===== config.mk =====
export PLATFORM = sky130hd
export DESIGN_NAME = tdd_ctrl
export DESIGN_NICKNAME = d
export VERILOG_FILES = /design/src/tdd_pkg.sv /design/src/tdd_ctrl.sv
export SDC_FILE = /design/constraint.sdc
export NUM_CORES = 1
export LEC_CHECK = 0
export BUFFER_PORTS_ARGS = -buffer_cell sky130_fd_sc_hd__buf_2
export CAP_MARGIN = 20
export CORE_AREA = 2 2 39 41
export DETAILED_ROUTE_END_ITERATION = 6
export DIE_AREA = 0 0 41 43
export PLACE_DENSITY_LB_ADDON = 0.08
export SLEW_MARGIN = 10
export SYNTH_ARGS = -nofsm -noshare
export SYNTH_HDL_FRONTEND = slang
export SYNTH_SLANG_ARGS = --single-unit

===== constraint.sdc =====
create_clock -name clk -period 1 [get_ports clk]
set_input_delay 0.2 -clock clk [delete_from_list [all_inputs] [get_ports clk]]
set_output_delay 0.2 -clock clk [all_outputs]
set_load 0.005 [all_outputs]

===== src/tdd_pkg.sv =====
// Shared constants, types and codes of the trail diffuse/decay block.
package tdd_pkg;

  localparam int MAX_WIDTH  = 256;
  localparam int MAX_HEIGHT = 256;
  localparam int VALUE_BITS = 24;

  localparam int GEO_BITS    = 9;   // width_in_use / height_in_use field
  localparam int WEIGHT_BITS = 16;  // Q0.16 weights
  localparam int CFG_IDX_BITS  = 2;
  localparam int CFG_DATA_BITS = 16;

  localparam int COL_BITS = $clog2(MAX_WIDTH);
  localparam int ROW_BITS = $clog2(MAX_HEIGHT + 2);  // runs into drain rows
  localparam int WID_BITS = $clog2(MAX_WIDTH + 1);
  localparam int HGT_BITS = $clog2(MAX_HEIGHT + 1);
  localparam int SUM_BITS = VALUE_BITS + 4;           // ten terms at most
  localparam int WINDOW_CELLS = 9;

  localparam logic [WEIGHT_BITS-1:0] SPREAD_RESET = 16'd6554;
  localparam logic [WEIGHT_BITS-1:0] DECAY_RESET  = 16'd58982;

  typedef enum logic [CFG_IDX_BITS-1:0] {
    CFG_WIDTH  = 2'd0,
    CFG_HEIGHT = 2'd1,
    CFG_SPREAD = 2'd2,
    CFG_DECAY  = 2'd3
  } cfg_idx_t;

  typedef enum logic [2:0] {
    ST_IDLE,
    ST_LOAD,
    ST_SUM,
    ST_MUL1,
    ST_MUL2
  } state_t;

  typedef struct packed {
    logic accept;    // capture input, read line stores
    logic load;      // shift window, write line stores, step position
    logic sum;       // window sum, frame restart on last cell
    logic mul1;      // spread scaling
    logic out_load;  // decay scaling into output register
  } ctrl_cmd_t;

  typedef struct packed {
    logic emit;      // current transaction produces a result
    logic out_full;  // output register cannot take a new result
  } ctrl_sts_t;

endpackage


===== src/tdd_ctrl.sv =====
// Sequencer for one transaction: accept, window load, sum and, when it emits a result, two scalings.
module tdd_ctrl import tdd_pkg::*; (
  input  logic      clk,
  input  logic      rst_n,
  input  logic      in_valid,
  output logic      in_ready,
  input  ctrl_sts_t sts,
  output ctrl_cmd_t cmd
);

  state_t state_r, state_nxt;

  always_ff @(posedge clk) begin
    if (!rst_n) begin
      state_r <= ST_IDLE;
    end else begin
      state_r <= state_nxt;
    end
  end

  always_comb begin
    state_nxt = state_r;
    cmd       = '0;
    in_ready  = 1'b0;
    unique case (state_r)
      ST_IDLE: begin
        in_ready = 1'b1;
        if (in_valid) begin
          cmd.accept = 1'b1;
          state_nxt  = ST_LOAD;
        end
      end
      ST_LOAD: begin
        cmd.load  = 1'b1;
        state_nxt = ST_SUM;
      end
      ST_SUM: begin
        cmd.sum   = 1'b1;
        state_nxt = sts.emit ? ST_MUL1 : ST_IDLE;
      end
      ST_MUL1: begin
        cmd.mul1  = 1'b1;
        state_nxt = ST_MUL2;
      end
      ST_MUL2: begin
        if (!sts.out_full) begin
          cmd.out_load = 1'b1;
          state_nxt    = ST_IDLE;
        end
      end
      default: state_nxt = ST_IDLE;
    endcase
  end

endmodule


==> results.json <==
{
  "grt_start_max_net_pins": 8,
  "clk_latency_ns": 0.23,
  "hold_path_depth": 2,
  "status": "complete, but fails checks",
  "ir_drop_uv": 202.4,
  "path_clk_slew_ns": 0.04,
  "worstSetupPathDepth": 3,
  "largest_register_ffs": 3,
  "worstSetupPathType": "flop to output port",
  "gp_congestion": 0.6199,
  "worstHoldPathType": "input port to flop",
  "synth_common_cells": "dfxtp_1 (3), nand2b_1 (2), nor3_1 (2), nor3b_1 (2)",
  "syn_area_um2": 180.2,
  "clock_path_buffers": 2,
  "htreeDepth": 1,
  "synth_top_cell_area_share_pct": 33.33,
  "rsz0062_at_grt": "true",
  "std_cell_rows": 14,
  "crit_path_end_kind": "output port",
  "drc": 0,
  "critPathMaxStageDelay_ns": 0.40,
  "fmax_mhz": 752.7,
  "largestRegisters": "state_r: 3 flops",
  "cp_top_family": "simple AND/OR/NAND/NOR gates",
  "grtUsageTotal_pct": 8.333,
  "antenna_found_initial": 0,
  "drive_gt1_share_pct": 71.79,
  "synth_top_area_cell": "dfxtp_1",
  "vias": 204,
  "cp.required_ns": 0.80,
  "crit_buf_inv": 1,
  "cp_cell_sequence": "or3b_4 -> nor2_2 -> buf_2",
  "hold_slack_ns": 0.2150,
  "finalCritPeriodShare_pct": 132.9,
  "r2r-start": "state_r[0]",
  "wl_per_cell_um": 9.418,
  "drtAntennaViolNets": 0,
  "syn_nets": 24,
  "finalHoldViolations": 0,
  "hp-start": "rst_n",
  "drv_cap": 0,
  "synth_cells": 19,
  "yosys_warnings": 0,
  "cts_tree": "built",
  "total_power_mw": 0.4381,
  "ys_seq_area_share_pct": 33.33,
  "clock_sinks": 3,
  "async_reset_ff_share_pct": 0,
  "grt_remaining_overflow": 0,
  "violations": "negative setup slack",
  "core_mm2": 0.001384,
  "slowest_stage": "or3b_4",
  "ctsRootBufferMaster": "clkbuf_4",
  "layout_setup_ws_ns": -0.3285,
  "place_hpwl_um": 386.2,
  "yosysMostFrequentCell": "dfxtp_1",
  "ios": 11,
  "synth_ff_type": "dfxtp_1",
  "maxSlewHeadroom_pct": 90.73,
  "maxSlewViolCount": 0,
  "io_buffers": 10,
  "worstRegToRegCells": 3,
  "firstDrtPassIters": 2,
  "wl_um": 518,
  "grt_pass1_wl_um": 903,
  "synth_area_leaders": "dfxtp_1 (33%), nor3b_1 (8.3%), o2bb2ai_2 (8.3%), nand2b_1 (6.9%), buf_6 (6.3%)",
  "cts_hold_buf": 0,
  "drt-vias-per-instance": 3.709,
  "synth_seq_cells": 3,
  "cts_inserted_buffers": 3,
  "die_w_um": 41,
  "critPathMaxFanout": 2,
  "crit_start": "state_r[0]",
  "diodes": 0,
  "ys_types": 14,
  "area_growth_pct": 102.1,
  "tightest_slew_ns": 0.1351,
  "regMostFlops": "state_r",
  "worstPathArrival_ns": 1.13,
  "die_area_mm2": 0.001763,
  "setup_violations": 7,
  "grt_pass1_vias": 224,
  "period_needed_ns": 1.329,
  "clock_skew_ns": 0.003100,
  "drt_iter0_markers": 2,
  "fp.dieH_um": 43,
  "leakage_nw": 0.1742,
  "power_density_mw_per_mm2": 1203,
  "final_nets": 45,
  "synth.avg_cell_area_um2": 9.483,
  "synth_edf_count": 0,
  "finish.utilization_pct": 26.31,
  "initial_utilization_pct": 13.02,
  "start_kind": "flop"
}
==> placed cells by master (no fill, tap or decap), types with 2 or more instances in the layout <==
master and n:
buf_2 10, buf_6 2, clkbuf_4 3, buf_4 4, nand2b_1 2, nor3b_2 2
dfxtp_2 2
==> per-stage QoR <==
| stage | setup slack (ns) | TNS (ns) | area (um2) | instances |
|---|---|---|---|---|
| global placement | -0.1147 | -0.3212 | 291.5 | 49 |
| finish | -0.3285 | -1.487 | 364.1 | 55 |
| detailed placement | -0.1318 | -0.3633 | 291.5 | 49 |
| floorplan | -0.09433 | -0.1068 | 182.7 | 19 |
| CTS | -0.3588 | -1.712 | 347.8 | 54 |
| global route | -0.3897 | -1.955 | 364.1 | 55 |
==> what timing repair did <==
item | in CTS | in global routing
pin swaps | 3 | 4
endpoints found under the hold margin | 0 | 0
resized for setup | 5 | 3
setup endpoints to repair | 6 | 7
buffers inserted | 1 | 1
==> power breakdown <==
part	internal, mW	switching (mW)
Combinational	0.0559	0.0376
Clock	0.150	0.0630
Sequential	0.127	0.00465
==> routing by layer <==
| metal | GRT usage, % | wire (um) |
|---|---|---|
| met4 | 10.00 | 0 |
| met3 | 3.141 | 36 |
| met1 | 9.325 | 219 |
| met2 | 10.31 | 262 |
| met5 | 0 | 0 |
==> path summary, 6_finish.rpt <==
check	end	slack [ns]
max	cmd[0]	-0.33
min	state_r[2]	0.21
max reg2reg	state_r[2]	-0.01
min reg2reg	state_r[0]	0.59
==> cell families after synthesis <==
kind of cell	share of synthesized area (%)
compound gates	11.11
buf+inv	6.250
flops	33.33
mux	5.556
simple gates	43.75
==> area by class of cell <==
class                   count  area [um2]
clock buffers               4       26.28
fillers                   161        1020
multi-input cells          15       132.6
flip-flops and latches      3       62.56
well taps                  16       20.02
repair buffers             17       122.6
Power figures use the tool's default switching activity.
